File: src/sv/bus_telegram_escape_crc_encoder_core_macros.svh
// Assertion macros for the telegram escape and CRC encoder.
// Used by the top level; depends on a clock named clk and a reset named rst.
`ifndef BUS_TELEGRAM_ESCAPE_CRC_ENCODER_CORE_MACROS_SVH
`define BUS_TELEGRAM_ESCAPE_CRC_ENCODER_CORE_MACROS_SVH

// Same-cycle implication, checked on every rising edge outside reset.
`define BTEC_ASSERT_NOW(label, ante, cons, msg) \
  label: assert property (@(posedge clk) disable iff (rst) (ante) |-> (cons)) \
    else $error(msg);

// Next-cycle implication, checked on every rising edge outside reset.
`define BTEC_ASSERT_NEXT(label, ante, cons, msg) \
  label: assert property (@(posedge clk) disable iff (rst) (ante) |=> (cons)) \
    else $error(msg);

`endif

File: src/sv/btec_pkg.sv
// Shared types, constants and the CRC-8 byte step for the telegram encoder.
// No dependencies; used by every module of the block.
package btec_pkg;

  // Result kinds carried with every output byte.
  typedef enum logic [1:0] {
    KIND_ADDR = 2'd0,
    KIND_DATA = 2'd1,
    KIND_CRC  = 2'd2
  } btec_kind_t;

  // Configuration register indexes.
  typedef enum logic [1:0] {
    REG_SOURCE_ADDRESS = 2'd0,
    REG_SYNC_SYMBOL    = 2'd1,
    REG_ESCAPE_SYMBOL  = 2'd2
  } btec_reg_t;

  localparam logic [7:0] CRC_POLY     = 8'h9B;
  localparam logic [7:0] ESC_OF_SYNC  = 8'h01;
  localparam logic [7:0] ESC_OF_ESC   = 8'h00;
  localparam logic [7:0] SRC_ADDR_RST = 8'hFF;
  localparam logic [7:0] SYNC_RST     = 8'hAA;
  localparam logic [7:0] ESC_RST      = 8'hA9;

  // One item yields at most five result bytes.
  localparam int unsigned MAX_RESULTS = 5;
  localparam int unsigned IDX_W       = 3;

  typedef struct packed {
    logic [7:0] data_byte;
    logic       frame_end;
  } btec_item_t;

  typedef struct packed {
    logic [7:0] source_address;
    logic [7:0] sync_symbol;
    logic [7:0] escape_symbol;
  } btec_cfg_t;

  // All result bytes caused by one item, in emission order.
  typedef struct packed {
    logic [MAX_RESULTS-1:0][7:0] data_bytes;
    logic [MAX_RESULTS-1:0][1:0] kinds;
    logic [IDX_W-1:0]            count;
    logic                        tel_end;
  } btec_group_t;

  // One CRC-8 step over a byte, data bits entering at the low end MSB first.
  function automatic logic [7:0] crc_byte(input logic [7:0] crc, input logic [7:0] data);
    logic [7:0] c;
    logic [7:0] d;
    logic       fb;
    c = crc;
    d = data;
    for (int i = 0; i < 8; i++) begin
      fb = c[7];
      c = {c[6:0], d[7]};
      if (fb) begin
        c = c ^ CRC_POLY;
      end
      d = {d[6:0], 1'b0};
    end
    return c;
  endfunction

endpackage

File: src/sv/btec_frame_builder.sv
// Builds the escaped result bytes for one input item and the CRC that follows it.
// Depends on btec_pkg.
module btec_frame_builder
  import btec_pkg::*;
(
  input  btec_item_t  item,
  input  btec_cfg_t   cfg,
  input  logic [7:0]  addr_crc,
  input  logic [7:0]  running_crc,
  input  logic        inside_frame,
  output btec_group_t grp,
  output logic [7:0]  crc_next,
  output logic        inside_next
);

  logic [IDX_W-1:0] k;
  logic [7:0]       crc;

  // Append the address at a telegram's start, the escaped data and, at the end of a telegram, the escaped CRC.
  always_comb begin
    grp = '0;
    k   = '0;
    crc = running_crc;

    if (!inside_frame) begin
      grp.data_bytes[k] = cfg.source_address;
      grp.kinds[k]      = KIND_ADDR;
      k   = k + 3'd1;
      crc = addr_crc;
    end

    // The data byte, escaped; every emitted data byte enters the CRC.
    if (item.data_byte == cfg.sync_symbol) begin
      grp.data_bytes[k]        = cfg.escape_symbol;
      grp.kinds[k]             = KIND_DATA;
      grp.data_bytes[k + 3'd1] = ESC_OF_SYNC;
      grp.kinds[k + 3'd1]      = KIND_DATA;
      k   = k + 3'd2;
      crc = crc_byte(crc_byte(crc, cfg.escape_symbol), ESC_OF_SYNC);
    end else if (item.data_byte == cfg.escape_symbol) begin
      grp.data_bytes[k]        = cfg.escape_symbol;
      grp.kinds[k]             = KIND_DATA;
      grp.data_bytes[k + 3'd1] = ESC_OF_ESC;
      grp.kinds[k + 3'd1]      = KIND_DATA;
      k   = k + 3'd2;
      crc = crc_byte(crc_byte(crc, cfg.escape_symbol), ESC_OF_ESC);
    end else begin
      grp.data_bytes[k] = item.data_byte;
      grp.kinds[k]      = KIND_DATA;
      k   = k + 3'd1;
      crc = crc_byte(crc, item.data_byte);
    end

    // The CRC trailer is escaped but not folded into the CRC.
    if (item.frame_end) begin
      if (crc == cfg.sync_symbol) begin
        grp.data_bytes[k]        = cfg.escape_symbol;
        grp.kinds[k]             = KIND_CRC;
        grp.data_bytes[k + 3'd1] = ESC_OF_SYNC;
        grp.kinds[k + 3'd1]      = KIND_CRC;
        k = k + 3'd2;
      end else if (crc == cfg.escape_symbol) begin
        grp.data_bytes[k]        = cfg.escape_symbol;
        grp.kinds[k]             = KIND_CRC;
        grp.data_bytes[k + 3'd1] = ESC_OF_ESC;
        grp.kinds[k + 3'd1]      = KIND_CRC;
        k = k + 3'd2;
      end else begin
        grp.data_bytes[k] = crc;
        grp.kinds[k]      = KIND_CRC;
        k = k + 3'd1;
      end
      crc_next    = 8'h00;
      inside_next = 1'b0;
    end else begin
      crc_next    = crc;
      inside_next = 1'b1;
    end

    grp.count   = k;
    grp.tel_end = item.frame_end;
  end

endmodule

File: src/sv/btec_serializer.sv
// Holds one result group and sends its bytes out one transaction per cycle while m_tready is high.
// Depends on btec_pkg.
module btec_serializer
  import btec_pkg::*;
(
  input  logic        clk,
  input  logic        rst,
  input  logic        load,
  input  btec_group_t grp_in,
  output logic        can_load,
  output logic        m_tvalid,
  input  logic        m_tready,
  output logic [7:0]  m_tdata,
  output logic [2:0]  m_tuser,
  output logic        m_tlast
);

  btec_group_t      grp;
  logic             valid;
  logic [IDX_W-1:0] idx;
  logic             at_last;

  assign at_last  = (idx == grp.count - 3'd1);
  assign can_load = !valid || (m_tready && at_last);

  // Group register and byte pointer.
  always_ff @(posedge clk) begin
    if (rst) begin
      valid <= 1'b0;
      idx   <= '0;
    end else if (load) begin
      valid <= 1'b1;
      idx   <= '0;
    end else if (valid && m_tready) begin
      if (at_last) begin
        valid <= 1'b0;
      end else begin
        idx <= idx + 3'd1;
      end
    end
  end

  always_ff @(posedge clk) begin
    if (load) begin
      grp <= grp_in;
    end
  end

  // Output fields of the current byte.
  assign m_tvalid = valid;
  assign m_tdata  = grp.data_bytes[idx];
  assign m_tuser  = {at_last, grp.kinds[idx]};
  assign m_tlast  = at_last && grp.tel_end;

endmodule

File: src/sv/bus_telegram_escape_crc_encoder_core.sv
// Telegram escape and CRC-8 encoder, top level.
// Depends on btec_pkg, btec_frame_builder, btec_serializer and the macros header.
//
// Usage: each slave transaction carries one raw telegram data byte, with tlast
// on the final byte of the telegram. The first byte of a telegram is preceded
// by the source address. Data bytes equal to the sync or escape symbol leave as
// two bytes; after the final byte the CRC-8 (poly 0x9B) is appended, escaped.
// Master transactions carry one output byte each; tuser gives its kind and a
// flag on the last byte caused by the input item, tlast marks the CRC end.
// An accepted item waits in the input register, then enters the serializer's group
// register. Throughput: one output byte per cycle while m_tready is high; an item
// emits 1 to 5 bytes (1 for a plain data byte, 2 when escaped).
// The input register takes the next item while the current group drains, so
// tready falls only when both the input register and the output group are full.
// Configuration: cfg_we, cfg_index, cfg_wdata write one register per cycle;
// index 3 is ignored. Write only while the block is idle.
// Reset (synchronous rst): registers return to 0xFF/0xAA/0xA9, the CRC clears,
// and the next item starts a new telegram. A master stall holds the output
// byte and, once the input register fills, backpressures the slave side.
`include "bus_telegram_escape_crc_encoder_core_macros.svh"

module bus_telegram_escape_crc_encoder_core
  import btec_pkg::*;
(
  input  logic       clk,
  input  logic       rst,
  // Configuration write port.
  input  logic       cfg_we,
  input  logic [1:0] cfg_index,
  input  logic [7:0] cfg_wdata,
  // Slave side.
  input  logic       s_tvalid,
  output logic       s_tready,
  input  logic [7:0] s_tdata,   // [7:0] data_byte
  input  logic       s_tlast,   // frame_end
  // Master side.
  output logic       m_tvalid,
  input  logic       m_tready,
  output logic [7:0] m_tdata,   // [7:0] out_byte
  output logic [2:0] m_tuser,   // [1:0] byte_kind, [2] run_last
  output logic       m_tlast    // telegram_last
);

  btec_cfg_t   cfg;
  logic [7:0]  addr_crc;
  logic [7:0]  running_crc;
  logic        inside_frame;
  logic        in_valid;
  btec_item_t  in_item;
  btec_group_t grp;
  logic [7:0]  crc_next;
  logic        inside_next;
  logic        can_load;
  logic        advance;

  // Configuration registers; the address CRC is kept ready for each telegram.
  always_ff @(posedge clk) begin
    if (rst) begin
      cfg.source_address <= SRC_ADDR_RST;
      cfg.sync_symbol    <= SYNC_RST;
      cfg.escape_symbol  <= ESC_RST;
      addr_crc           <= crc_byte(8'h00, SRC_ADDR_RST);
    end else if (cfg_we) begin
      unique case (cfg_index)
        REG_SOURCE_ADDRESS: begin
          cfg.source_address <= cfg_wdata;
          addr_crc           <= crc_byte(8'h00, cfg_wdata);
        end
        REG_SYNC_SYMBOL:   cfg.sync_symbol   <= cfg_wdata;
        REG_ESCAPE_SYMBOL: cfg.escape_symbol <= cfg_wdata;
        default: ;
      endcase
    end
  end

  // Input register.
  assign advance  = in_valid && can_load;
  assign s_tready = !in_valid || can_load;

  always_ff @(posedge clk) begin
    if (rst) begin
      in_valid <= 1'b0;
    end else if (s_tvalid && s_tready) begin
      in_valid <= 1'b1;
    end else if (advance) begin
      in_valid <= 1'b0;
    end
  end

  always_ff @(posedge clk) begin
    if (s_tvalid && s_tready) begin
      in_item.data_byte <= s_tdata;
      in_item.frame_end <= s_tlast;
    end
  end

  // Telegram state moves when an item's group enters the serializer.
  always_ff @(posedge clk) begin
    if (rst) begin
      running_crc  <= 8'h00;
      inside_frame <= 1'b0;
    end else if (advance) begin
      running_crc  <= crc_next;
      inside_frame <= inside_next;
    end
  end

  btec_frame_builder u_builder (
    .item         (in_item),
    .cfg          (cfg),
    .addr_crc     (addr_crc),
    .running_crc  (running_crc),
    .inside_frame (inside_frame),
    .grp          (grp),
    .crc_next     (crc_next),
    .inside_next  (inside_next)
  );

  btec_serializer u_serializer (
    .clk      (clk),
    .rst      (rst),
    .load     (advance),
    .grp_in   (grp),
    .can_load (can_load),
    .m_tvalid (m_tvalid),
    .m_tready (m_tready),
    .m_tdata  (m_tdata),
    .m_tuser  (m_tuser),
    .m_tlast  (m_tlast)
  );

  // Checks on the block's own sequencing.
  `BTEC_ASSERT_NOW(a_tlast_ends_run, m_tvalid && m_tlast, m_tuser[2], "telegram end not run end")
  `BTEC_ASSERT_NOW(a_tlast_is_crc, m_tvalid && m_tlast, m_tuser[1:0] == KIND_CRC, "tlast off CRC")
  `BTEC_ASSERT_NEXT(a_load_shows, advance, m_tvalid, "loaded group not presented")
  `BTEC_ASSERT_NEXT(a_hold_item, in_valid && !can_load, in_valid && $stable(in_item), "item lost")

endmodule

File: config.mk
export PLATFORM = sky130hd
export DESIGN_NAME = bus_telegram_escape_crc_encoder_core
export DESIGN_NICKNAME = d
export VERILOG_FILES = /design/src/sv/btec_pkg.sv /design/src/sv/btec_frame_builder.sv /design/src/sv/btec_serializer.sv /design/src/sv/bus_telegram_escape_crc_encoder_core.sv
export VERILOG_INCLUDE_DIRS = /design/src /design/src/sv
export SDC_FILE = /design/constraint.sdc
export NUM_CORES = 1
export LEC_CHECK = 0
export BUFFER_PORTS_ARGS = -buffer_cell sky130_fd_sc_hd__buf_2
export CORE_AREA = 2 2 132 134
export DETAILED_ROUTE_END_ITERATION = 16
export DIE_AREA = 0 0 134 136
export SLEW_MARGIN = 20
export SYNTH_ARGS = -nofsm -noshare
export SYNTH_HDL_FRONTEND = slang
export SYNTH_HIERARCHICAL = 1
export SYNTH_SLANG_ARGS = --single-unit
File: constraint.sdc
create_clock -name clk -period 9.7 [get_ports clk]
set_input_delay 0.485 -clock clk [delete_from_list [all_inputs] [get_ports clk]]
set_output_delay 0.485 -clock clk [all_outputs]
set_load 0.005 [all_outputs]
==> metrics.md, run 1 <==
| Metric | Value |
|---|---|
| Leakage | 3.13 nW |
| Post-synthesis sequential area ratio | 0.355 |
| Die Wd | 134 um |
| Initial Utilization | 0.443 |
| CTS sink count | 101 |
| Number of remaining DRC errors | 0 |
| Met1 Usage GRT | 0.321 |
| # IOs | 38 |
| Crit-path leading delay family | simple AND/OR/NAND/NOR gates |
| Grt ovf | 0 |
| Detail Route Antenna Nets | 0 |
| Vias | 5599 |
| Fmax | 0.192 GHz |
| Number of distinct library cells after synthesis | 74 |
| Clock latency on the worst-skew pair | 0.37 ns |
| Initial drt markers | 640 |
| Fin crit share | 0.537 |
| Count leader, synth | edfxtp_1 |
| Initial DRT Pass Iterations | 6 |
| Yosys top cell by area | edfxtp_1 |
| WS Path Type | register to register |
| Antenna diodes | 0 |
| Post_cts resized | 0 |
| GR peak layer | met2 |
| CP Cell Sequence | xor2_1 > nor4_1 > nand2_1 > nand2_1 > mux2i_1 > xor2_1 > o311a_1 > and3_1 > buf_4 > nor2_1 > o221ai_1 |
| Cells on worst reg2reg path | 11 |
| Worst path max stage delay | just over 0.8 ns |
| R2r endpoint | u_serializer/grp[27]$_DFFE_PP_ |
| Dominant synthesized flop cell | edfxtp_1 |
| Hold_buf cts | 0 |
| Worst Clk Skew | 0.00939 ns |
| Seq cells post-synth | 101 |
| Post-Route WL | 20.6 mm |
| Gpl congestion | 0.928 |
| Status | finished clean |
| Reg2reg start | in_item[8]$_DFFE_PP_ |
| Setup Fix Bufs, Post-CTS | 0 |
| Max-cap violation count | 0 |
| Row cnt | 48 |
| Layout cells sized above 1 | 0.145 |
| CORE AREA | 0.0169 sq mm |
| Largest net degree at the start of global routing | 60 |
| Crit Path Max Fanout | 31 |
| Via-per-instance ratio | 5.82 |
| Startpoint Class | register |
| Setup slack on the worst flop-to-flop path | about 4.5 ns |
| Worst-margin pin slew | 0.894 ns |
| Setup_tns | 0 ns |
| Area delta synth->final | 6.21% |
| Longest Clk Path Bufs | 2 |
| Syn Std Cell Area | roughly 0.0075 sq mm |
| Final worst slack | roughly 4.5 ns |
| Root buf cell | clkbuf_16 |
| Power Density | 160 mW/mm^2 |
| Post-Syn Area per Cell | 10.1 sq um |
| First-pass GRT wire length | 32.3 mm |
| Unrepaired setup endpoints after global routing | no |
| Total CTS buffers | 9 |
| WP buf/inv | 1 |
| Worst path required time | roughly 9.8 ns |
| GRT met3 Usage | 0.0205 |
| Max-slew headroom | 0.402 |
| CTS tree | done |
| Via count of the first global-routing pass | between 5000 and 6000 |
| Top cells by count, synth | edfxtp_1 (63), a21oi_1 (62), nor2_1 (60) |
| Critical-path top delay cell | nand2_1 |
| Initial antenna violation count | 0 |
| Die area | 0.0182 sq mm |
| CP endpoint kind | register |
| Number of synthesized flops with an enable pin | 63 |
| CTS clk-pin slew, worst paths | about 0.08 ns |
| H-Tree Level Count | 3 |
| HPWL Detailed | 15.4 mm |
| Endpoint of the worst hold path | in_item[2]$_DFFE_PP_ |
| CP arrival | 5.28 ns |
| Gr usage total | 0.235 |
| Slew Viols, Final | 0 |
| Async set-or-reset flop fraction in the synthesized netlist | 0 |
| Synth top area share | 0.253 |
| Minimum clock period | approximately 5.2 ns |
| Syn Inst Count | 740 |
| Final setup violation count | 0 |
| Die Y | between 100 and 150 um |
| Number of port buffers | 37 |
| Min-Delay Path Class | input port to register |
| Min-delay src | s_tdata[1] |
| Layout Nets | 765 |
| Grt met2 use | 0.384 |
| Hold Crit Depth | 1 |
| DR WL/cell | around 21 um |
| Synth top area cells | edfxtp_1 (25%), dfxtp_1 (10%), mux2i_1 (5.9%) |
| Final Hold Vio Count | 0 |
| Maximum vdd drop | 0.0998 mV |
| Pre-CTS setup slack | 4.73 ns |
| Synth warn | 6 |
-- cells by family after synthesis --
family	share of synthesized area
DFF	0.355
muxes	0.105
buffers and inverters	0.0667
xor gates and xnor gates	0.173
and+or+nand+nor	0.130
AOI/OAI and AO/OA	0.154
adders and majority gates	0.0151
other	0.000502
-- how the worst max path moves through the flow --
stage | start | to | slack [ns] | cells past startpoint
after global placement | in_item[8]$_DFFE_PP_ | u_serializer/grp[27]$_DFFE_PP_ | 4.78 | 11
after global routing | in_item[3]$_DFFE_PP_ | u_serializer/grp[28]$_DFFE_PP_ | 4.30 | 11
after detailed placement | in_item[8]$_DFFE_PP_ | u_serializer/grp[27]$_DFFE_PP_ | 4.73 | 11
final | in_item[8]$_DFFE_PP_ | u_serializer/grp[27]$_DFFE_PP_ | 4.49 | 11
after CTS | in_item[8]$_DFFE_PP_ | u_serializer/grp[27]$_DFFE_PP_ | 4.71 | 11
after floorplan | cfg[5]$_SDFFE_PP1P_ | u_serializer/grp[23]$_DFFE_PP_ | 5.98 | 12
-- state kept, by name (all words and copies together), names as in the netlist --
signal / count
u_serializer/grp: 54
cfg: 16
in_item: 9
addr_crc: 8
running_crc: 8
u_serializer/idx: 3
in_valid: 1
inside_frame: 1
u_serializer/m_tvalid: 1
-- where the power goes --
part	leakage, nW	switching (mW)	internal [mW]
combinational	2.09	0.210	0.168
clock	0.149	0.173	0.209
sequential	0.889	0.0264	0.485
total	3.13	0.409	0.861
-- area by class of cell --
| type | count | area, sq um |
|---|---|---|
| Multi-Input combinational cell | 551 | 4360 |
| Sequential cell | 101 | 2650 |
| Clock buffer | 10 | 239 |
| Tap cell | 225 | 282 |
| Inverter | 24 | 90.1 |
| Fill cell | 1573 | 8940 |
| Clock inverter | 6 | 68.8 |
| Timing Repair Buffer | 45 | 245 |
-- per-layer routing --
layer  vias up  routed length, um  share of wire
met3        38               1000          0.049
met2       201               9800           0.48
met5         -                  0              0
li1       2639                  -              -
met4         0                641          0.031
met1      2721               9160           0.44
-- cell usage in the layout (no fill, tap or decap), drive strengths merged, types with 15 or more instances in the layout --
cell | synthesis | layout
xnor2 | 43 | 43
a21oi | 63 | 63
nand2 | 59 | 59
inv | 23 | 25
nor2 | 60 | 60
buf | 46 | 45
nand2b | 15 | 15
o211ai | 16 | 16
o21ai | 24 | 24
xnor3 | 19 | 19
mux2i | 47 | 47
xor2 | 39 | 39
edfxtp | 63 | 63
dfxtp | 38 | 38
nand3 | 20 | 20
o221ai | 16 | 16
-- through the flow --
stage | power (mW) | std cells | area (sq um) | util | hold slack (ns)
global route | 1.32 | 962 | 7930 | 0.470 | 0.285
CTS | 1.27 | 962 | 7930 | 0.470 | 0.281
global placement | 0.891 | 946 | 7630 | 0.452 | 0.534
floorplan | 0.798 | 748 | 7500 | - | 0.445
finish | 1.27 | 962 | 7930 | 0.470 | 0.287
detailed placement | 0.890 | 946 | 7630 | 0.452 | 0.540
-- worst reg2reg max path: stages, from the launching register on --
cell	delay, ns
edfxtp_1	0.51
xor2_1	0.21
nor4_1	0.53
nand2_1	0.52
nand2_1	0.83
mux2i_1	0.61
xor2_1	0.15
o311a_1	0.19
and3_1	0.16
buf_4	0.23
nor2_1	0.72
o221ai_1	0.26
(Power assumes the default switching activity.)
==> run 2, diff against run 1 <==
clock period = 5.4 ns   (was 9.7 ns; I/O delays follow)
==> run 2 against run 1 <==
Combinational power is 79% higher. Sequential share of layout area down 0.12 points. Fmax is 4.3% higher. Flip-flop and latch count unchanged. Worst hold slack lost 0.20 ns. Die area unchanged. Clock power increased by 64%. Largest cell class unchanged. Global-route usage decreased by 1.1 points. First-iteration DRC count rose by 9.2%. Critical path depth is the same. Worst setup slack got worse by 4.1 ns.
==> metrics.md, run 2 (synthesis gave the netlist of run 1 again) <==
| Metric | Value |
|---|---|
| # IOs | 38 |
| Largest net degree at the start of global routing | 52 |
| Fill cell count | about 1600 |
| Max-cap violation count | 0 |
| Root buf cell | clkbuf_16 |
| Critical path's most frequent cell | nand2_1 |
| Met2 Routed Length | slightly below 10 mm |
| Biggest registers after layout | u_serializer/grp (54), cfg (16), in_item (9) |
| WP buf/inv | 1 |
| First-pass GRT wire length | between 30 and 40 mm |
| Final hold slack | 0.0869 ns |
| Fin crit share | 0.925 |
| Initial drt markers | around 700 |
| Setup_tns | 0 ns |
| Crit-path leading delay family | simple AND/OR/NAND/NOR gates |
| Via-per-instance ratio | approximately 5.8 |
| Area delta synth->final | 6.58% |
| Area of the multi-input gates | 0.00436 sq mm |
| Antenna diodes | 0 |
| Min-Delay Path Class | input port to register |
| Seq. cell area | around 0.0027 sq mm |
| Status | finished clean |
| CTS sink count | 101 |
| Area after DPL | between 0.007 and 0.008 sq mm |
| Clock power share | 0.282 |
| HPWL Detailed | 15.0 mm |
| Initial antenna violation count | 0 |
| Number of flip-flops in the largest register | 54 |
| Slew Viols, Final | 0 |
| Initial Utilization | 0.443 |
| Met3 wire length | approximately 1.0 mm |
| Minimum clock period | 4.99 ns |
| DR WL/cell | 20.4 um |
| Fmax | 0.200 GHz |
| Row cnt | 48 |
| Gate power share | 0.305 |
| Worst Clk Skew | 0.00779 ns |
| DRT met1 WL | 8.59 mm |
| Maximum vdd drop | roughly 0.16 mV |
| Gr usage total | 0.224 |
| Critical-path top delay cell | or4_1 |
| Post-Route WL | 19.8 mm |
| Commonest non-fill, non-tap cells in the layout | edfxtp_1 (63), a21oi_1 (62), nor2_1 (60) |
| CP Cell Sequence | xor2_1 > nor4_1 > nand2_1 > inv_2 > a21oi_1 > mux2i_1 > xnor3_1 > or2_1 > or4_1 > nand2_1 > o221ai_1 |
| Die Y | 136 um |
| Net load switching power | 0.708 mW |
| Leakage | 3.16 nW |
| CTS clk-pin slew, worst paths | approximately 0.070 ns |
| Detail Route Antenna Nets | 0 |
| Layout cells sized above 1 | 0.153 |
| Vias | 5661 |
| Switching part of the total power | 0.319 |
| Power Density | 278 mW/mm^2 |
| Number of remaining DRC errors | 0 |
| Layout Nets | a little under 800 |
| CP endpoint kind | register |
| Most common cell after layout, fill and taps aside | edfxtp_1 |
| Worst path max stage delay | 0.76 ns |
| Clock latency on the worst-skew pair | roughly 0.36 ns |
| H-Tree Level Count | 3 |
| Total CTS buffers | 9 |
| Worst-margin pin slew | around 0.95 ns |
| Final Hold Vio Count | 0 |
| CORE AREA | 0.0169 sq mm |
| Post-route cell area | 0.00796 sq mm |
| Internal Power | 1.51 mW |
| WS Path Type | register to register |
| Longest Clk Path Bufs | 2 |
| Worst path required time | 5.47 ns |
| Startpoint Class | register |
| Unrepaired setup endpoints after global routing | no |
| Die Wd | 134 um |
| Uppermost routed layer | met4 |
| Placed cells | 953 |
| CP arrival | 5.06 ns |
| Crit Path Max Fanout | 15 |
| Seq pwr share | 0.413 |
| Grt ovf | 0 |
| Largest reg by FF count | u_serializer/grp |
| Hold_buf cts | 0 |
| Gpl congestion | approximately 0.96 |
| Post_cts resized | 0 |
| Initial DRT Pass Iterations | 6 |
| Max-slew headroom | 0.370 |
| Number of port buffers | 37 |
| Die area | 0.0182 sq mm |
| CTS tree | done |
| Final setup violation count | 0 |
| Setup Fix Bufs, Post-CTS | 0 |
| Non-Filler Instances | 969 |
| Via count of the first global-routing pass | 5291 |
## run 2: cell types whose count changed in the layout (fill, tap and decap cells not counted)
cell | before | now
buf_4 | 8 | 15
bufinv_16 | 1 | 0
clkinv_2 | 1 | 2
clkinv_4 | 1 | 0
inv_6 | 2 | 3
## run 2: power groups by stage
stage,registers (mW),logic [mW],clock network (mW)
after floorplan,0.903,0.531,0
after global placement,0.930,0.665,0
after detailed placement,0.932,0.659,0
after CTS,0.914,0.666,0.644
after global routing,0.919,0.722,0.673
final,0.914,0.677,0.625
## run 2: area by class of cell
type | instances | share of cell area
repair buffers | 52 | 0.0374
well taps | 225 | 0.0354
flip-flops and latches | 101 | 0.333
clock inverters | 6 | 0.00550
multi-input cells | 551 | 0.547
inverters | 24 | 0.0113
clock buffers | 10 | 0.0300
## run 2: path summary, 6_finish.rpt
check                                start                             end  slack (ns)  depth (start not counted)
setup / recovery       cfg[3]$_SDFFE_PP1P_  u_serializer/grp[17]$_DFFE_PP_        0.41                         11
hold / removal                     s_tlast            in_item[0]$_DFFE_PP_        0.09                          1
setup reg to reg       cfg[3]$_SDFFE_PP1P_  u_serializer/grp[17]$_DFFE_PP_        0.41                         11
hold reg to reg   addr_crc[0]$_SDFFE_PP1P_        addr_crc[0]$_SDFFE_PP1P_        0.56                          2
## run 2: per-layer routing
layer  global-route usage  vias up
li1                     -     2648
met1                0.294     2743
met2                0.381      226
met3               0.0306       44
met4               0.0774        0
met5                    0        -
## run 2: through the flow
stage / setup slack (ns) / utilization / power [mW]
3_5_place_dp: 0.527 / 0.455 / 1.59
3_3_place_gp: 0.787 / 0.455 / 1.60
5_1_grt: 0.124 / 0.472 / 2.31
2_1_floorplan: 1.68 / - / 1.43
6_report: 0.405 / 0.472 / 2.22
4_1_cts: 0.507 / 0.472 / 2.22
